### src/gtm_ram.sv
// Generic single-write, single-read synchronous RAM with registered read data.
// No dependencies.
module gtm_ram #(
    parameter int unsigned WIDTH = 8,
    parameter int unsigned DEPTH = 16
) (
    input  logic                     i_clk,
    input  logic                     i_we,
    input  logic [$clog2(DEPTH)-1:0] i_waddr,
    input  logic [WIDTH-1:0]         i_wdata,
    input  logic [$clog2(DEPTH)-1:0] i_raddr,
    output logic [WIDTH-1:0]         o_rdata
);

    logic [WIDTH-1:0] r_mem [DEPTH];
    logic [WIDTH-1:0] r_rdata;

    always_ff @(posedge i_clk) begin
        if (i_we) begin
            r_mem[i_waddr] <= i_wdata;
        end
        r_rdata <= r_mem[i_raddr];
    end

    assign o_rdata = r_rdata;

endmodule

### config.mk
export PLATFORM = sky130hd
export DESIGN_NAME = gtm_ram
export DESIGN_NICKNAME = d
export VERILOG_FILES = /design/src/gtm_ram.sv
export SDC_FILE = /design/constraint.sdc
export NUM_CORES = 1
export LEC_CHECK = 0
export BUFFER_PORTS_ARGS = -buffer_cell sky130_fd_sc_hd__buf_2
export CAP_MARGIN = 20
export CORE_AREA = 2 2 106 108
export CTS_BUF_LIST = sky130_fd_sc_hd__clkbuf_16
export CTS_CLUSTER_DIAMETER = 40
export DETAILED_ROUTE_END_ITERATION = 6
export DIE_AREA = 0 0 108 110
export PLACE_DENSITY_LB_ADDON = 0.15
export SETUP_SLACK_MARGIN = 0.5
export SLEW_MARGIN = 15
export SYNTH_ARGS = -nofsm -noshare
export SYNTH_HDL_FRONTEND = slang
export SYNTH_SLANG_ARGS = --single-unit
### constraint.sdc
create_clock -name i_clk -period 4.95 [get_ports i_clk]
set_clock_uncertainty 0.15 [all_clocks]
set_input_delay 1.2375 -clock i_clk [delete_from_list [all_inputs] [get_ports i_clk]]
set_output_delay 1.2375 -clock i_clk [all_outputs]
set_load 0.01 [all_outputs]
==> impl_metrics.env <==
export IMPL_dp_hpwl_mm=5.81
export IMPL_whs_ns=0.516
export IMPL_portBuffers=25
export IMPL_ys_seq_area_share_pct=77.8
export IMPL_grt_pass1_vias=2326
export IMPL_clockBufferDepth=2
export IMPL_synth_edf_count=128
export IMPL_outcome="completed"
export IMPL_yosys_area_top_type="edfxtp_1"
export IMPL_routed_via_density=5.49
export IMPL_placed_cell_area_um2=5390
export IMPL_critPathTopFamily="buffers and inverters"
export IMPL_synthCells=229
export IMPL_clkSinkCount=136
export IMPL_crit_path_max_incr_delay_ns=0.73
export IMPL_ios=26
export IMPL_maxCapViolations=0
export IMPL_slowest_stage="buf_2"
export IMPL_synthTopCellsByCount="edfxtp_1, mux4_2, a22oi_1"
export IMPL_cts_tree="done"
export IMPL_power_density_nw_per_um2=454
export IMPL_syn_nets=247
export IMPL_grt_first_pass_wirelength_mm=14.2
export IMPL_synth_seq_cells=136
export IMPL_drcViolationCount=0
export IMPL_power_total_mw=2.73
export IMPL_cts_buffers=17
export IMPL_period_needed_ns=2.92
export IMPL_die_area_um2=11900
export IMPL_drtIter0Drc=121
export IMPL_slew_violations=0
export IMPL_diodes=0
export IMPL_setup_viol=0
export IMPL_arrival_ns=3.06
export IMPL_firstDrtPassIters=5
export IMPL_wire_per_inst_um=22.7
export IMPL_cts_resized_gates=0
export IMPL_crit_type="primary input to flip-flop"
export IMPL_htreeDepth=4
export IMPL_layout_cells_non_filler=419
export IMPL_slew_headroom_pct=35.0
export IMPL_overflow=0
export IMPL_wirelength_mm=9.51
export IMPL_fin_crit_sh_pct=59.1
export IMPL_rsz0062_at_grt="false"
export IMPL_core_region_area_um2=10700
export IMPL_crit_buf_inv=2
export IMPL_synth_cell_types=19
export IMPL_hold_viol=0
export IMPL_gp_congestion=0.724
export IMPL_dp_cells=387
export IMPL_root_buffer="clkbuf_16"
export IMPL_num_rows=38
export IMPL_ant_nets=0
export IMPL_insertion_delay_ns=0.41
export IMPL_cts_setup_buffers=0
export IMPL_synth_avg_cell_area_um2=22.5
export IMPL_synth_warnings=0
export IMPL_grt_max_degree=33
export IMPL_worstPathRequired_ns=5.08
export IMPL_synth_most_common_cell="edfxtp_1"
export IMPL_die_height_um=110
export IMPL_fin_setup_tns_ns=0
export IMPL_yosys_most_used_dff="edfxtp_1"
export IMPL_synth_async_reset_ratio_pct=0
export IMPL_r2r_slack_ns=3.43
export IMPL_leakage_nw=2.01
export IMPL_end_kind="flip-flop"
export IMPL_yosysTopAreaCellShare_pct=74.7
export IMPL_cts_hold_buf=0
export IMPL_hold_path_class="flip-flop to flip-flop"
export IMPL_drive_gt1_share_pct=28.0
export IMPL_dieWidth_um=108
export IMPL_synth_area_leaders="edfxtp_1, mux4_2, mux4_1"
export IMPL_cp_start_kind="primary input"
export IMPL_cts_clk_slew_worst_paths_ns=0.06
export IMPL_antenna_found_initial=0
export IMPL_initial_utilization_pct=48.1
export IMPL_area_delta_synth_final_pct=17.1
export IMPL_vias=2301
export IMPL_irDropWorstVdd_mv=0.259
export IMPL_path_cells="buf_2 > buf_4 > mux4_1 > a22oi_1 > nand2_1"
export IMPL_worst_pin_slew_ns=0.974
export IMPL_fin_area_um2=6030
export IMPL_clock_fmax_mhz=342
export IMPL_crit_fanout=30
export IMPL_grt_total_usage_pct=18.0
export IMPL_synthesis_area_um2=5150
export IMPL_final_nets=284
[power breakdown]
group	internal [mW]	switching, mW	leakage, nW
logic	0.0466	0.0667	0.488
clock network	0.885	0.440	0.301
registers	1.29	0.00819	1.22
[flip-flops by register name (all words and copies together), names as in the netlist]
name and cells:
r_mem 128, o_rdata 8
[cell type report]
type	count	area, µm²
fillers	808	4670
well taps	140	175
repair buffers	28	148
clock buffers	17	425
multi-input cells	83	1070
flip-flops and latches	136	4000
clock inverters	15	208
[final timing paths]
path,endpoint,startpoint,depth (start not counted)
worst max register to register,o_rdata[1],r_mem[9][1],3
worst min register to register,o_rdata[3],r_mem[7][3],3
worst max-delay path,o_rdata[5],i_raddr[0],5
worst min-delay path,o_rdata[3],r_mem[7][3],3
[per-layer routing]
| metal | global-route usage (%) | routed length [µm] |
|---|---|---|
| met5 | 0 | 0 |
| met2 | 28.3 | 5050 |
| met1 | 23.7 | 3930 |
| met3 | 5.00 | 449 |
| met4 | 8.24 | 75 |
[logic make-up (layout without fill, tap and decap cells)]
family / after synthesis / after routing / share of synthesized area (%)
flops: 136 / 136 / 77.8
simple gates: 35 / 35 / 3.18
mux: 32 / 32 / 15.0
compound gates: 16 / 16 / 2.33
buf+inv: 10 / 60 / 1.68
[metrics by stage]
step	utilization (%)	setup WS (ns)
after global placement	50.4	1.44
after global routing	56.3	1.86
final	56.3	2.03
after CTS	56.3	1.96
after floorplan	-	2.07
after detailed placement	50.4	1.53
[worst reg2reg max path, stage by stage, from the launching register on]
cell      delay, ns
edfxtp_1       0.36
mux4_1         0.53
a22oi_1        0.28
nand2_1        0.09
[placed cells by master (no fill, tap or decap), drive strengths merged, types with 5 or more instances in the layout]
master,count
mux4,32
a22oi,16
bufinv,5
clkbuf,17
clkinv,7
buf,28
edfxtp,128
nor2,13
dfxtp,8
nand2,9
(Power assumes the default switching activity.)
